File: src/design/umep_pkg.sv
`default_nettype none
package umep_pkg;

    typedef enum logic [2:0] {
        KIND_NOTE_ON  = 3'd0,
        KIND_NOTE_OFF = 3'd1,
        KIND_CTRL     = 3'd2,
        KIND_SYSEX    = 3'd3,
        KIND_TICK     = 3'd4,
        KIND_FLUSH    = 3'd5
    } t_kind;

    typedef enum logic [1:0] {
        ENQ_QUEUED  = 2'd0,
        ENQ_HELD    = 2'd1,
        ENQ_DROPPED = 2'd2
    } t_enq_status;

    typedef enum logic [1:0] {
        S_IDLE,
        S_DRAIN_RD,
        S_DRAIN_OUT
    } t_state;

    typedef struct packed {
        logic [7:0] header;
        logic [7:0] b1;
        logic [7:0] b2;
        logic [7:0] b3;
    } t_packet;

    localparam logic REPLY_STATUS = 1'b0;
    localparam logic REPLY_PACKET = 1'b1;

    // Code index numbers
    localparam logic [3:0] CIN_SYSEX_CONT = 4'h4;
    localparam logic [3:0] CIN_SYSEX_END1 = 4'h5;
    localparam logic [3:0] CIN_SYSEX_END2 = 4'h6;
    localparam logic [3:0] CIN_SYSEX_END3 = 4'h7;
    localparam logic [3:0] CIN_NOTE_OFF   = 4'h8;
    localparam logic [3:0] CIN_NOTE_ON    = 4'h9;
    localparam logic [3:0] CIN_CTRL       = 4'hB;

    // Status nibbles
    localparam logic [3:0] STAT_NOTE_OFF = 4'h8;
    localparam logic [3:0] STAT_NOTE_ON  = 4'h9;
    localparam logic [3:0] STAT_CTRL     = 4'hB;

    // Most packets one tick may drain
    localparam int MAX_BURST = 16;

endpackage
`default_nettype wire

File: src/design/umep_if.sv
`default_nettype none
interface umep_evt_if;
    logic       valid;
    logic       ready;
    logic [2:0] kind;
    logic [3:0] cable;
    logic [3:0] channel;
    logic [7:0] first_data;
    logic [6:0] second_data;
    logic       sysex_last;
    logic       endpoint_busy;

    modport source (
        output valid, kind, cable, channel, first_data, second_data,
               sysex_last, endpoint_busy,
        input  ready
    );
    modport sink (
        input  valid, kind, cable, channel, first_data, second_data,
               sysex_last, endpoint_busy,
        output ready
    );
endinterface

interface umep_res_if;
    logic       valid;
    logic       ready;
    logic       reply_kind;
    logic [1:0] enqueue_status;
    logic [7:0] header_byte;
    logic [7:0] data_byte_one;
    logic [7:0] data_byte_two;
    logic [7:0] data_byte_three;
    logic       burst_end;

    modport source (
        output valid, reply_kind, enqueue_status, header_byte, data_byte_one,
               data_byte_two, data_byte_three, burst_end,
        input  ready
    );
    modport sink (
        input  valid, reply_kind, enqueue_status, header_byte, data_byte_one,
               data_byte_two, data_byte_three, burst_end,
        output ready
    );
endinterface
`default_nettype wire

File: src/design/usb_midi_event_packer.sv
`default_nettype none
// Channel  Dir  Carries
// i_evt    in   one MIDI event, frame tick or flush per transaction
// o_res    out  one enqueue status reply or one drained packet per transaction
//
// A note, control or sysex event gives its status reply in the cycle after it is taken.
// A frame tick drains up to BURST_LIMIT packets, each read through the registered
// read port of the packet ring in S_DRAIN_RD and sent from S_DRAIN_OUT once the output
// register is free; i_evt.ready stays low for the whole burst. A busy tick, a tick on
// an empty ring, flush and unused kinds give no transaction.
// Synchronous active-low reset empties the ring and clears the sysex state.
// o_res holds its transaction while o_res.ready is low; i_evt is taken only when
// the output register is free or being emptied.
module usb_midi_event_packer #(
    parameter int RING_PACKETS  = 64,
    parameter int BURST_PACKETS = 16
) (
    input  wire logic   i_clk,
    input  wire logic   i_rst_n,
    umep_evt_if.sink    i_evt,
    umep_res_if.source  o_res
);
    import umep_pkg::*;

    localparam int PTR_W       = $clog2(RING_PACKETS);
    localparam int BURST_LIMIT = (BURST_PACKETS < MAX_BURST) ? BURST_PACKETS : MAX_BURST;
    localparam int CNT_W       = $clog2(BURST_LIMIT + 1);
    localparam logic [PTR_W-1:0] PTR_LAST  = PTR_W'(RING_PACKETS - 1);
    localparam logic [CNT_W-1:0] CNT_LIMIT = CNT_W'(BURST_LIMIT);

    t_packet r_ring [RING_PACKETS];

    t_state             r_state, n_state;
    logic [PTR_W-1:0]   r_rp, n_rp;
    logic [PTR_W-1:0]   r_wp, n_wp;
    logic [15:0]        r_sx_hold, n_sx_hold;
    logic [1:0]         r_sx_count, n_sx_count;
    logic               r_sx_disc, n_sx_disc;
    logic [CNT_W-1:0]   r_burst_cnt, n_burst_cnt;
    logic               r_burst_last, n_burst_last;
    t_packet            r_rd_pkt;
    logic               r_out_valid, n_out_valid;
    logic               r_out_kind, n_out_kind;
    t_enq_status        r_out_status, n_out_status;
    t_packet            r_out_pkt, n_out_pkt;
    logic               r_out_end, n_out_end;

    logic               w_out_free;
    logic               w_accept;
    logic [PTR_W-1:0]   w_wp_inc;
    logic [PTR_W-1:0]   w_rp_inc;
    logic               w_full;
    logic [CNT_W-1:0]   w_cnt_inc;
    logic               w_push;
    t_packet            w_push_pkt;
    logic [3:0]         w_cab;
    logic [7:0]         w_d1;
    logic [7:0]         w_b0;
    logic [7:0]         w_b1;

    assign w_out_free  = !r_out_valid || o_res.ready;
    assign i_evt.ready = (r_state == S_IDLE) && w_out_free;
    assign w_accept    = i_evt.valid && i_evt.ready;
    assign w_wp_inc    = (r_wp == PTR_LAST) ? '0 : r_wp + 1'b1;
    assign w_rp_inc    = (r_rp == PTR_LAST) ? '0 : r_rp + 1'b1;
    assign w_full      = (w_wp_inc == r_rp);
    assign w_cnt_inc   = r_burst_cnt + 1'b1;
    assign w_cab       = i_evt.cable;
    assign w_d1        = i_evt.first_data;
    assign w_b0        = r_sx_hold[15:8];
    assign w_b1        = r_sx_hold[7:0];

    always_comb begin
        n_state      = r_state;
        n_rp         = r_rp;
        n_wp         = r_wp;
        n_sx_hold    = r_sx_hold;
        n_sx_count   = r_sx_count;
        n_sx_disc    = r_sx_disc;
        n_burst_cnt  = r_burst_cnt;
        n_burst_last = r_burst_last;
        n_out_valid  = r_out_valid && !o_res.ready;
        n_out_kind   = r_out_kind;
        n_out_status = r_out_status;
        n_out_pkt    = r_out_pkt;
        n_out_end    = r_out_end;
        w_push       = 1'b0;
        w_push_pkt   = '0;

        unique case (r_state)
            S_IDLE: begin
                if (w_accept) begin
                    unique case (t_kind'(i_evt.kind))
                        KIND_NOTE_ON, KIND_NOTE_OFF, KIND_CTRL, KIND_SYSEX: begin
                            n_out_valid  = 1'b1;
                            n_out_kind   = REPLY_STATUS;
                            n_out_end    = 1'b0;
                            n_out_status = ENQ_DROPPED;
                            n_out_pkt    = '0;
                        end
                        default: ;
                    endcase

                    unique case (t_kind'(i_evt.kind))
                        KIND_NOTE_ON: begin
                            w_push_pkt = '{{w_cab, CIN_NOTE_ON},
                                           {STAT_NOTE_ON, i_evt.channel},
                                           {1'b0, w_d1[6:0]}, {1'b0, i_evt.second_data}};
                            w_push     = !w_full;
                        end
                        KIND_NOTE_OFF: begin
                            w_push_pkt = '{{w_cab, CIN_NOTE_OFF},
                                           {STAT_NOTE_OFF, i_evt.channel},
                                           {1'b0, w_d1[6:0]}, 8'h00};
                            w_push     = !w_full;
                        end
                        KIND_CTRL: begin
                            w_push_pkt = '{{w_cab, CIN_CTRL},
                                           {STAT_CTRL, i_evt.channel},
                                           {1'b0, w_d1[6:0]}, {1'b0, i_evt.second_data}};
                            w_push     = !w_full;
                        end
                        KIND_SYSEX: begin
                            priority if (r_sx_disc) begin
                                if (i_evt.sysex_last) begin
                                    n_sx_disc = 1'b0;
                                end
                            end else if (!i_evt.sysex_last && r_sx_count < 2'd2) begin
                                if (r_sx_count == 2'd0) begin
                                    n_sx_hold = {w_d1, 8'h00};
                                end else begin
                                    n_sx_hold = {w_b0, w_d1};
                                end
                                n_sx_count   = r_sx_count + 1'b1;
                                n_out_status = ENQ_HELD;
                            end else begin
                                unique case (r_sx_count)
                                    2'd0: w_push_pkt = '{{w_cab, CIN_SYSEX_END1},
                                                         w_d1, 8'h00, 8'h00};
                                    2'd1: w_push_pkt = '{{w_cab, CIN_SYSEX_END2},
                                                         w_b0, w_d1, 8'h00};
                                    default: w_push_pkt = '{{w_cab, i_evt.sysex_last ?
                                                             CIN_SYSEX_END3 :
                                                             CIN_SYSEX_CONT},
                                                            w_b0, w_b1, w_d1};
                                endcase
                                n_sx_hold  = '0;
                                n_sx_count = '0;
                                w_push     = !w_full;
                                if (w_full && !i_evt.sysex_last) begin
                                    n_sx_disc = 1'b1;
                                end
                            end
                        end
                        KIND_TICK: begin
                            if (!i_evt.endpoint_busy && r_rp != r_wp) begin
                                n_state     = S_DRAIN_RD;
                                n_burst_cnt = '0;
                            end
                        end
                        KIND_FLUSH: begin
                            n_rp       = '0;
                            n_wp       = '0;
                            n_sx_hold  = '0;
                            n_sx_count = '0;
                            n_sx_disc  = 1'b0;
                        end
                        default: ;
                    endcase

                    if (w_push) begin
                        n_wp         = w_wp_inc;
                        n_out_status = ENQ_QUEUED;
                        n_out_pkt    = w_push_pkt;
                    end
                end
            end
            S_DRAIN_RD: begin
                // ring read issued this cycle, data lands in r_rd_pkt
                n_rp         = w_rp_inc;
                n_burst_cnt  = w_cnt_inc;
                n_burst_last = (w_cnt_inc == CNT_LIMIT) || (w_rp_inc == r_wp);
                n_state      = S_DRAIN_OUT;
            end
            S_DRAIN_OUT: begin
                if (w_out_free) begin
                    n_out_valid  = 1'b1;
                    n_out_kind   = REPLY_PACKET;
                    n_out_status = ENQ_QUEUED;
                    n_out_pkt    = r_rd_pkt;
                    n_out_end    = r_burst_last;
                    n_state      = r_burst_last ? S_IDLE : S_DRAIN_RD;
                end
            end
            default: n_state = S_IDLE;
        endcase
    end

    always_ff @(posedge i_clk) begin
        if (!i_rst_n) begin
            r_state     <= S_IDLE;
            r_rp        <= '0;
            r_wp        <= '0;
            r_sx_hold   <= '0;
            r_sx_count  <= '0;
            r_sx_disc   <= 1'b0;
            r_burst_cnt <= '0;
            r_out_valid <= 1'b0;
        end else begin
            r_state     <= n_state;
            r_rp        <= n_rp;
            r_wp        <= n_wp;
            r_sx_hold   <= n_sx_hold;
            r_sx_count  <= n_sx_count;
            r_sx_disc   <= n_sx_disc;
            r_burst_cnt <= n_burst_cnt;
            r_out_valid <= n_out_valid;
        end
    end

    always_ff @(posedge i_clk) begin
        r_burst_last <= n_burst_last;
        r_out_kind   <= n_out_kind;
        r_out_status <= n_out_status;
        r_out_pkt    <= n_out_pkt;
        r_out_end    <= n_out_end;
    end

    // read data is held while the output register stalls
    always_ff @(posedge i_clk) begin
        if (w_push) begin
            r_ring[r_wp] <= w_push_pkt;
        end
        if (r_state == S_DRAIN_RD) begin
            r_rd_pkt <= r_ring[r_rp];
        end
    end

    assign o_res.valid           = r_out_valid;
    assign o_res.reply_kind      = r_out_kind;
    assign o_res.enqueue_status  = r_out_status;
    assign o_res.header_byte     = r_out_pkt.header;
    assign o_res.data_byte_one   = r_out_pkt.b1;
    assign o_res.data_byte_two   = r_out_pkt.b2;
    assign o_res.data_byte_three = r_out_pkt.b3;
    assign o_res.burst_end       = r_out_end;

endmodule
`default_nettype wire

File: src/flat_wrapper.sv
// flat-port wrapper written by rule: the top's interface ports become plain ports
module usb_midi_event_packer_flat import umep_pkg::*;
#(
    parameter int RING_PACKETS  = 64,
    parameter int BURST_PACKETS = 16
)
  (i_clk, i_rst_n, i_evt_valid, i_evt_kind, i_evt_cable, i_evt_channel, i_evt_first_data, i_evt_second_data, i_evt_sysex_last, i_evt_endpoint_busy, i_evt_ready, o_res_valid, o_res_reply_kind, o_res_enqueue_status, o_res_header_byte, o_res_data_byte_one, o_res_data_byte_two, o_res_data_byte_three, o_res_burst_end, o_res_ready);
  umep_evt_if i_evt_i ();
  umep_res_if o_res_i ();
  input  wire logic i_clk;
  input  wire logic i_rst_n;
  input wire logic [$bits(i_evt_i.valid)-1:0] i_evt_valid;
  input wire logic [$bits(i_evt_i.kind)-1:0] i_evt_kind;
  input wire logic [$bits(i_evt_i.cable)-1:0] i_evt_cable;
  input wire logic [$bits(i_evt_i.channel)-1:0] i_evt_channel;
  input wire logic [$bits(i_evt_i.first_data)-1:0] i_evt_first_data;
  input wire logic [$bits(i_evt_i.second_data)-1:0] i_evt_second_data;
  input wire logic [$bits(i_evt_i.sysex_last)-1:0] i_evt_sysex_last;
  input wire logic [$bits(i_evt_i.endpoint_busy)-1:0] i_evt_endpoint_busy;
  output wire logic [$bits(i_evt_i.ready)-1:0] i_evt_ready;
  output wire logic [$bits(o_res_i.valid)-1:0] o_res_valid;
  output wire logic [$bits(o_res_i.reply_kind)-1:0] o_res_reply_kind;
  output wire logic [$bits(o_res_i.enqueue_status)-1:0] o_res_enqueue_status;
  output wire logic [$bits(o_res_i.header_byte)-1:0] o_res_header_byte;
  output wire logic [$bits(o_res_i.data_byte_one)-1:0] o_res_data_byte_one;
  output wire logic [$bits(o_res_i.data_byte_two)-1:0] o_res_data_byte_two;
  output wire logic [$bits(o_res_i.data_byte_three)-1:0] o_res_data_byte_three;
  output wire logic [$bits(o_res_i.burst_end)-1:0] o_res_burst_end;
  input wire logic [$bits(o_res_i.ready)-1:0] o_res_ready;
  assign i_evt_i.valid = i_evt_valid;
  assign i_evt_i.kind = i_evt_kind;
  assign i_evt_i.cable = i_evt_cable;
  assign i_evt_i.channel = i_evt_channel;
  assign i_evt_i.first_data = i_evt_first_data;
  assign i_evt_i.second_data = i_evt_second_data;
  assign i_evt_i.sysex_last = i_evt_sysex_last;
  assign i_evt_i.endpoint_busy = i_evt_endpoint_busy;
  assign i_evt_ready = i_evt_i.ready;
  assign o_res_valid = o_res_i.valid;
  assign o_res_reply_kind = o_res_i.reply_kind;
  assign o_res_enqueue_status = o_res_i.enqueue_status;
  assign o_res_header_byte = o_res_i.header_byte;
  assign o_res_data_byte_one = o_res_i.data_byte_one;
  assign o_res_data_byte_two = o_res_i.data_byte_two;
  assign o_res_data_byte_three = o_res_i.data_byte_three;
  assign o_res_burst_end = o_res_i.burst_end;
  assign o_res_i.ready = o_res_ready;
  usb_midi_event_packer #(.RING_PACKETS(RING_PACKETS), .BURST_PACKETS(BURST_PACKETS)) u_core (.i_clk(i_clk), .i_rst_n(i_rst_n), .i_evt(i_evt_i), .o_res(o_res_i));
endmodule
File: config.mk
export PLATFORM = sky130hd
export DESIGN_NAME = usb_midi_event_packer_flat
export DESIGN_NICKNAME = d
export VERILOG_FILES = /design/src/design/umep_pkg.sv /design/src/design/umep_if.sv /design/src/design/usb_midi_event_packer.sv /design/src/flat_wrapper.sv
export SDC_FILE = /design/constraint.sdc
export NUM_CORES = 2
export LEC_CHECK = 0
export ABC_CLOCK_PERIOD_IN_PS = 16300
export BUFFER_PORTS_ARGS = -buffer_cell sky130_fd_sc_hd__buf_2
export CORE_ASPECT_RATIO = 2
export CORE_MARGIN = 5
export CORE_UTILIZATION = 30
export DETAILED_ROUTE_END_ITERATION = 8
export SLEW_MARGIN = 40
export SYNTH_ARGS = -nofsm -noshare
export SYNTH_HDL_FRONTEND = slang
export SYNTH_SLANG_ARGS = --single-unit
File: constraint.sdc
create_clock -name i_clk -period 16.3 [get_ports i_clk]
set_clock_uncertainty 0.05 [all_clocks]
set_input_delay 4.075 -clock i_clk [delete_from_list [all_inputs] [get_ports i_clk]]
set_output_delay 4.075 -clock i_clk [all_outputs]
set_load 0.005 [all_outputs]
==> Yosys cells after proc, flatten, opt, wreduce, memory -nomap -nowiden <==
Memory sizes are Yosys's and may differ from the RTL's. A register that Yosys moved wholly into a read port is not among the register bits.
Index checks and enable logic that the tools add are counted.
{ "word_totals": {"ram_bits": 2048, "mem_bits_ro": 0, "in_bits": 32, "n_memories": 1, "register_bits": 76, "latch_bits": 0} }
{ "memory_table": {"columns": ["memory", "depth", "width", "read_ports", "rd_ports_with_merged_regs", "write_ports", "line", "text"], "rows": [
  ["u_core.r_ring", 64, 32, 1, 1, 1, "usb_midi_event_packer.sv:31", "t_packet r_ring [RING_PACKETS];"]
]} }
{ "op_classes": {"n_reduce_logical": 32, "shifts": 0, "n_eq_ne": 23, "n_div": 0, "n_bitwise": 0, "addsub": 4, "n_mux": 67, "magnitude_cmp": 1, "n_mul": 0} }
{ "op_table": {"columns": ["cell", "count"], "rows": [
  ["2-to-1 mux 32 bit", 8],
  ["one-hot mux 32 bit (4 select lines)", 1],
  ["one-hot mux 32 bit (2 select lines)", 1],
  ["one-hot mux 28 bit (2 select lines)", 1],
  ["2-to-1 mux 16 bit", 3],
  ["one-hot mux 16 bit (2 select lines)", 1],
  ["2-to-1 mux 6 bit", 5],
  ["2-to-1 mux 2 bit", 14],
  ["2-to-1 mux 1 bit", 20],
  ["AND reduction 4 bit", 5],
  ["2-to-1 mux 5 bit", 3],
  ["adder 6 x 1 -> 6 bit, second input constant", 2],
  ["== test 6 bit", 2],
  ["== test 6 bit, second input constant", 2],
  ["one-hot mux 6 bit (2 select lines)", 1],
  ["AND reduction 3 bit", 4],
  ["!= test 2 bit, second input constant", 5],
  ["one-hot mux 1 bit (2 select lines)", 5],
  ["one-hot mux 5 bit (2 select lines)", 1],
  ["one-hot mux 2 bit (2 select lines)", 2],
  ["nonzero test 2 bit", 4],
  ["== test 3 x 2 -> 1 bit, second input constant", 2],
  ["== test 3 bit, second input constant", 2],
  ["logical AND 1 bit", 6],
  ["other kinds (18)", 27]
]} }

==> Logic depth before layout (Yosys ltp) <==
{ "depth": {"word_depth": 13, "mapped_depth": 12, "depth_no_buf": 8} }

==> Worst setup path after synthesis <==
Ideal clock, no wire load.
{ "synth_path": {"path_kind": "in2reg", "startpoint": "input port i_evt_kind[0]", "endpoint": "memory u_core.r_ring[26][0] (netlist name), enable pin", "setup_ns": 0.502, "setup_slack_ns": 7.175, "stages": 8, "arrival_ns": 8.573, "path_cell_list": "buf_2 -> and4bb_2 -> o21ai_0 -> a21oi_1 -> and4b_1 -> nor2_4 -> buf_1 -> nor4_1"} }
{ "synth_between": {"elab_chain_cells": 9, "word_cells_on_any_way": 12} }
{ "synth_rtl": {"columns": ["element", "line", "text"], "rows": [
  ["start, declared", "flat_wrapper.sv:13", "input wire logic [$bits(i_evt_i.kind)-1:0] i_evt_kind;"],
  ["== test 3 x 1 -> 1 bit (tied with other cells)", "usb_midi_event_packer.sv:104", "unique case (t_kind'(i_evt.kind))"],
  ["OR reduction 3 bit (no source line)", null, null],
  ["one-hot mux 1 bit (2 select lines) (*)", "usb_midi_event_packer.sv:104", null],
  ["2-to-1 mux 1 bit (*)", "usb_midi_event_packer.sv:92", "if (w_accept) begin"],
  ["2-to-1 mux 1 bit (*)", "usb_midi_event_packer.sv:90", "unique case (r_state)"],
  ["2-to-1 mux 1 bit (*)", "usb_midi_event_packer.sv:92", null],
  ["2-to-1 mux 1 bit (*)", "usb_midi_event_packer.sv:90", null],
  ["2-to-1 mux 1 bit (*)", "usb_midi_event_packer.sv:231", "if (w_push) begin"],
  ["2-to-1 mux 1 bit (not written as such) (*)", "usb_midi_event_packer.sv:232", "r_ring[r_wp] <= w_push_pkt;"],
  ["end, declared", "usb_midi_event_packer.sv:31", null]
]} }
Every way passes the cells marked *; elsewhere a longest branch is shown, timed or not. The select of a mux whose other input is x is not followed.

==> Worst setup path in the final report <==
{ "layout_path": {"startpoint": "input port o_res_ready", "endpoint": "output port i_evt_ready"} }
{ "layout_between": {"elab_chain_cells": 2} }
{ "layout_rtl": {"columns": ["element", "line", "text"], "rows": [
  ["start, declared", "flat_wrapper.sv:29", "input wire logic [$bits(o_res_i.ready)-1:0] o_res_ready;"],
  ["logical OR 1 bit", "usb_midi_event_packer.sv:61", "assign w_out_free = !r_out_valid || o_res.ready;"],
  ["logical AND 1 bit", "usb_midi_event_packer.sv:62", "assign i_evt.ready = (r_state == S_IDLE) && w_out_free;"],
  ["end, declared", "flat_wrapper.sv:20", "output wire logic [$bits(i_evt_i.ready)-1:0] i_evt_ready;"]
]} }
No other way between the ends.

==> report_table.html <==
<table>
<tr><th>Metric</th><th>Value</th></tr>
<tr><th colspan="2">Outcome</th></tr>
<tr><td>Result of the run</td><td>completed</td></tr>
<tr><th colspan="2">Placed design</th></tr>
<tr><td>IO buf count</td><td>69</td></tr>
<tr><td>Weighted congestion at the end of routability-driven global placement</td><td>between 0.8 and 0.9</td></tr>
<tr><td>HPWL Detailed</td><td>roughly 130000 µm</td></tr>
<tr><td>Pre-CTS setup slack</td><td>about 7.5 ns</td></tr>
<tr><td># placed instances</td><td>about 7200</td></tr>
<tr><td>Instance area after placement</td><td>between 80000 and 90000 µm²</td></tr>
<tr><th colspan="2">Setup path</th></tr>
<tr><td>Type of element launching the critical path</td><td>primary input</td></tr>
<tr><td>Type of destination of the critical path</td><td>output port</td></tr>
<tr><td>Class of the most critical setup path</td><td>primary input to output port</td></tr>
<tr><td>Crit path cell chain</td><td>buf_2 &gt; nor2b_1 &gt; nor3_1 &gt; buf_2</td></tr>
<tr><td>Sum of buffers and inverters on the critical path</td><td>2</td></tr>
<tr><td>Data required time at the worst endpoint</td><td>approximately 12 ns</td></tr>
<tr><td>Arrival time of the worst setup path</td><td>approximately 4.7 ns</td></tr>
<tr><td>CP Max Fanout</td><td>4</td></tr>
<tr><td>Critical path startpoint</td><td>o_res_ready</td></tr>
<tr><td>Cell at the slowest stage of the critical path</td><td>sky130_fd_sc_hd__nor2b_1</td></tr>
<tr><td>R2R Path Start</td><td>u_core.r_rp[2]$_SDFFE_PN0P_</td></tr>
<tr><td>Highest cell delay on the worst timing path</td><td>0.24 ns</td></tr>
<tr><td>Cell family with most CP delay</td><td>simple AND/OR/NAND/NOR gates</td></tr>
<tr><td>Cell mode on critical path</td><td>sky130_fd_sc_hd__buf_2</td></tr>
<tr><th colspan="2">Logic synthesis</th></tr>
<tr><td>Cell taking the most area after synthesis</td><td>sky130_fd_sc_hd__edfxtp_1</td></tr>
<tr><td>Number of warnings issued by yosys</td><td>0</td></tr>
<tr><td>Netlist area before placement</td><td>83200 µm²</td></tr>
<tr><td>Post-synth top area share</td><td>76.4%</td></tr>
<tr><td>Primary FF master, synth</td><td>sky130_fd_sc_hd__edfxtp_1</td></tr>
<tr><td>Number of nets in the synthesized netlist</td><td>3619</td></tr>
<tr><td>Per-instance average area after synthesis</td><td>23.2 µm²</td></tr>
<tr><td>Syn Inst Count</td><td>between 3000 and 4000</td></tr>
<tr><td>Fraction of the yosys area taken by sequential cells</td><td>between 70% and 80%</td></tr>
<tr><td>Top post-synthesis cells by area</td><td>sky130_fd_sc_hd__edfxtp_1 (76%), sky130_fd_sc_hd__mux4_2 (17%), sky130_fd_sc_hd__dfxtp_1 (0.94%), sky130_fd_sc_hd__nor2_1 (0.56%), sky130_fd_sc_hd__buf_2 (0.42%)</td></tr>
<tr><td>Share of flip-flops with an asynchronous set or reset</td><td>0%</td></tr>
<tr><td>Synth unique cells</td><td>60</td></tr>
<tr><td>Number of enable flip-flop cells after synthesis</td><td>around 2100</td></tr>
<tr><td>Flip-flop and latch count after synthesis</td><td>between 2000 and 2500</td></tr>
<tr><th colspan="2">Clocking</th></tr>
<tr><td>Clock H-tree levels</td><td>4</td></tr>
<tr><td>Root Buffer Master</td><td>sky130_fd_sc_hd__clkbuf_16</td></tr>
<tr><td>Cts repair resizes</td><td>0</td></tr>
<tr><td>TritonCTS sink count</td><td>2156</td></tr>
<tr><td>Number of buffers created by CTS</td><td>~180</td></tr>
<tr><td>Clock tree from TritonCTS</td><td>built</td></tr>
<tr><td>Insertion delay of the later-clocked pin in the worst-skew pair</td><td>just over 0.8 ns</td></tr>
<tr><td>Number of buffers added to fix hold violations after cts</td><td>0</td></tr>
<tr><td>Clock-pin slew reported for the worst setup and hold paths after clock tree synthesis</td><td>approximately 0.070 ns</td></tr>
<tr><td>Buffer count from post-CTS setup fixing</td><td>0</td></tr>
<tr><td>Number of buffers between clock root and the deepest sink</td><td>4</td></tr>
<tr><th colspan="2">Floorplanning</th></tr>
<tr><td>Number of top-level pins</td><td>70</td></tr>
<tr><td>Placeable Area</td><td>276000 µm²</td></tr>
<tr><td>Placement row count</td><td>about 270</td></tr>
<tr><td>Starting density of the core</td><td>30.1%</td></tr>
<tr><td>Die Outline Area</td><td>between 200000 and 300000 µm²</td></tr>
<tr><td>Horizontal extent of the die</td><td>roughly 380 µm</td></tr>
<tr><td>Die H</td><td>755 µm</td></tr>
<tr><th colspan="2">Final layout</th></tr>
<tr><td>Fraction of final layout cells sized beyond drive strength 1</td><td>between 30% and 40%</td></tr>
<tr><td>Area grow syn2layout</td><td>13.8%</td></tr>
<tr><td>Post-route insts no fill</td><td>between 7000 and 8000</td></tr>
<tr><td>Final design area excluding fillers</td><td>about 95000 µm²</td></tr>
<tr><td>Layout Nets</td><td>approximately 3800</td></tr>
<tr><td>Utilization after layout</td><td>approximately a third</td></tr>
<tr><th colspan="2">Route</th></tr>
<tr><td>Wirelength per Cell</td><td>about 28 µm</td></tr>
<tr><td>Total routed wirelength</td><td>~210000 µm</td></tr>
<tr><td>Detailed Routing Iterations Pass 1</td><td>6</td></tr>
<tr><td>Initial detailed-routing violation count</td><td>about 3300</td></tr>
<tr><td>Post-route DRC violation count</td><td>0</td></tr>
<tr><td>Post-DRT Antenna Nets</td><td>0</td></tr>
<tr><td>Vias</td><td>approximately 38000</td></tr>
<tr><td>Via density per instance</td><td>roughly 5.1</td></tr>
<tr><th colspan="2">STA</th></tr>
<tr><td>Fin Hold WS</td><td>0.418 ns</td></tr>
<tr><td>Final hold vios</td><td>0</td></tr>
<tr><td>Highest clock rate</td><td>114 MHz</td></tr>
<tr><td>PnR worst setup slack</td><td>7.52 ns</td></tr>
<tr><td>Max-slew violation count</td><td>0</td></tr>
<tr><td>Worst Max-Slew Pin Slew</td><td>slightly below 0.9 ns</td></tr>
<tr><td>Crit path time final</td><td>roughly 8.8 ns</td></tr>
<tr><td>Sum of negative setup slack</td><td>0 ns</td></tr>
<tr><td>Worst rel slew slack</td><td>roughly two fifths</td></tr>
<tr><td>Count of final setup violators</td><td>0</td></tr>
<tr><td>Share of the clock period used by the worst path</td><td>a little over half</td></tr>
<tr><td>Setup repair after global routing missed its margin</td><td>false</td></tr>
<tr><th colspan="2">Power</th></tr>
<tr><td>Switching power total</td><td>approximately 2.1 mW</td></tr>
<tr><td>Gate power share</td><td>1.8%</td></tr>
<tr><td>Clock share of power</td><td>roughly two fifths</td></tr>
<tr><td>Switching Fraction</td><td>between 10% and 20%</td></tr>
<tr><td>Worst voltage drop across the vdd grid</td><td>around 0.000078 V</td></tr>
<tr><td>Final Power</td><td>10.4 mW</td></tr>
<tr><td>Portion of total power attributed to sequential cells</td><td>58.2%</td></tr>
<tr><td>Total power divided by cell area</td><td>110 nW/µm²</td></tr>
<tr><td>Leakage power</td><td>26.4 nW</td></tr>
<tr><td>Internal power</td><td>around 8.4 mW</td></tr>
<tr><th colspan="2">Global route</th></tr>
<tr><td>Global route overflow</td><td>0</td></tr>
<tr><td>Maximum number of pins on one net before global-route repair</td><td>100</td></tr>
<tr><td>Vias in the first global route</td><td>roughly 40000</td></tr>
<tr><td>Antenna violations before repair</td><td>9</td></tr>
<tr><td>Overall track demand over capacity in global routing</td><td>approximately 14%</td></tr>
<tr><td>Wire length of the first global-routing pass</td><td>299000 µm</td></tr>
<tr><th colspan="2">Hold path</th></tr>
<tr><td>Kind of path behind the tightest hold check</td><td>flop to flop</td></tr>
<tr><td>Origin of the worst min-delay path</td><td>u_core.r_sx_hold[5]$_SDFFE_PN0P_</td></tr>
<tr><th colspan="2">Run</th></tr>
<tr><td>Number of max-cap violations</td><td>0</td></tr>
</table>
## final timing paths
kind                                       to  slack (ns)  cells after the start
max                               i_evt_ready        7.52                      4
min          u_core.r_sx_hold[5]$_SDFFE_PN0P_        0.42                      2
max reg2reg     u_core.r_rd_pkt[31]$_DFFE_PP_       10.49                      9
min reg2reg  u_core.r_sx_hold[5]$_SDFFE_PN0P_        0.42                      2
## cells in the mapped netlist (3+ instances only)
master / n
sky130_fd_sc_hd__mux2i_1: 21
sky130_fd_sc_hd__nand4_1: 3
sky130_fd_sc_hd__buf_2: 70
sky130_fd_sc_hd__nor3_1: 7
sky130_fd_sc_hd__o2111ai_1: 3
sky130_fd_sc_hd__nand2b_1: 4
sky130_fd_sc_hd__a22o_1: 7
sky130_fd_sc_hd__a22oi_1: 31
sky130_fd_sc_hd__edfxtp_1: 2117
sky130_fd_sc_hd__a21oi_1: 56
sky130_fd_sc_hd__buf_6: 5
sky130_fd_sc_hd__and3_1: 8
sky130_fd_sc_hd__ha_1: 5
sky130_fd_sc_hd__nand2_1: 67
sky130_fd_sc_hd__mux4_2: 646
sky130_fd_sc_hd__xor2_1: 9
sky130_fd_sc_hd__o21ai_0: 24
sky130_fd_sc_hd__inv_1: 9
sky130_fd_sc_hd__nor2b_1: 23
sky130_fd_sc_hd__xnor2_1: 9
sky130_fd_sc_hd__o21ai_1: 16
sky130_fd_sc_hd__buf_4: 19
sky130_fd_sc_hd__and2_1: 7
sky130_fd_sc_hd__nor2_1: 125
sky130_fd_sc_hd__dfxtp_1: 39
sky130_fd_sc_hd__o21a_1: 4
sky130_fd_sc_hd__clkbuf_1: 76
sky130_fd_sc_hd__nand3_1: 28
sky130_fd_sc_hd__a211oi_1: 38
sky130_fd_sc_hd__or4_1: 3
sky130_fd_sc_hd__nor4_1: 25
sky130_fd_sc_hd__o211ai_1: 3
sky130_fd_sc_hd__a31oi_1: 4
sky130_fd_sc_hd__buf_1: 35
sky130_fd_sc_hd__nand3b_1: 5
## cell type report
type,count,area (µm²)
fill,25343,182000
sequential,2156,64400
multi-input combinational,1209,18500
clock buffer,215,4590
tap,3575,4470
timing repair buffer,220,1760
clock inverter,89,831
inverter,11,41.3
antenna,4,10.0
## layer usage
metal	track usage, %	wire, µm	vias to the layer above
li1	-	-	15673
met1	15.7	73500	20732
met2	27.5	118000	1230
met3	1.53	8650	399
met4	5.52	8940	0
met5	0	0	-
## placed cells by master, fill, tap and decap left out, types with 15 or more instances in the layout
cell                        instances
sky130_fd_sc_hd__nor4_2            23
sky130_fd_sc_hd__nor2_4            68
sky130_fd_sc_hd__nor2_1            58
sky130_fd_sc_hd__nand2_1           67
sky130_fd_sc_hd__buf_4            123
sky130_fd_sc_hd__mux4_2           646
sky130_fd_sc_hd__o21ai_1           17
sky130_fd_sc_hd__o21ai_0           23
sky130_fd_sc_hd__clkbuf_16        178
sky130_fd_sc_hd__a211oi_1          36
sky130_fd_sc_hd__clkbuf_1          37
sky130_fd_sc_hd__nand3_1           26
sky130_fd_sc_hd__nor2b_1           23
sky130_fd_sc_hd__mux2i_1           20
sky130_fd_sc_hd__bufinv_16         15
sky130_fd_sc_hd__edfxtp_1        2117
sky130_fd_sc_hd__dfxtp_1           32
sky130_fd_sc_hd__a22oi_1           31
sky130_fd_sc_hd__clkinv_1          34
sky130_fd_sc_hd__buf_2             69
sky130_fd_sc_hd__a21oi_1           56
sky130_fd_sc_hd__clkinv_2          27
## power groups by stage
stage	Sequential [mW]	Clock (mW)	Combinational, mW
2_1_floorplan	6.19	0	0.0877
3_3_place_gp	6.19	0	0.179
3_5_place_dp	6.19	0	0.189
4_1_cts	6.07	4.27	0.190
5_1_grt	6.06	4.47	0.200
6_report	6.07	4.17	0.189
## cells by family after synthesis
| family | share of synthesized area (%) |
|---|---|
| flops | 77.4 |
| mux | 17.7 |
| simple gates | 1.82 |
| buf+inv | 1.22 |
| compound gates | 1.56 |
| xor+xnor | 0.190 |
| fa+ha+maj | 0.0752 |
## sequential cells by signal, summed over array words and instances, names as in the netlist, 2 cells and up
| name | cells |
|---|---|
| u_core.r_burst_cnt | 5 |
| u_core.r_rd_pkt | 32 |
| u_core.r_ring | 2048 |
| u_core.r_sx_count | 2 |
| u_core.o_res.enqueue_status | 2 |
| u_core.r_state | 2 |
| u_core.o_res.data_byte_three | 8 |
| u_core.r_sx_hold | 16 |
| u_core.r_wp | 6 |
| u_core.o_res.header_byte | 8 |
| u_core.o_res.data_byte_two | 8 |
| u_core.r_rp | 6 |
| u_core.o_res.data_byte_one | 8 |
## worst register-to-register path: cells and delay by family, from the launching register on
kind / cells / cell delay (ns)
muxes: 3 / 1.23
DFF: 1 / 0.86
AOI/OAI and AO/OA: 2 / 0.40
buffers and inverters: 4 / 3.02
Note: power is estimated with default switching activity, not from simulation.
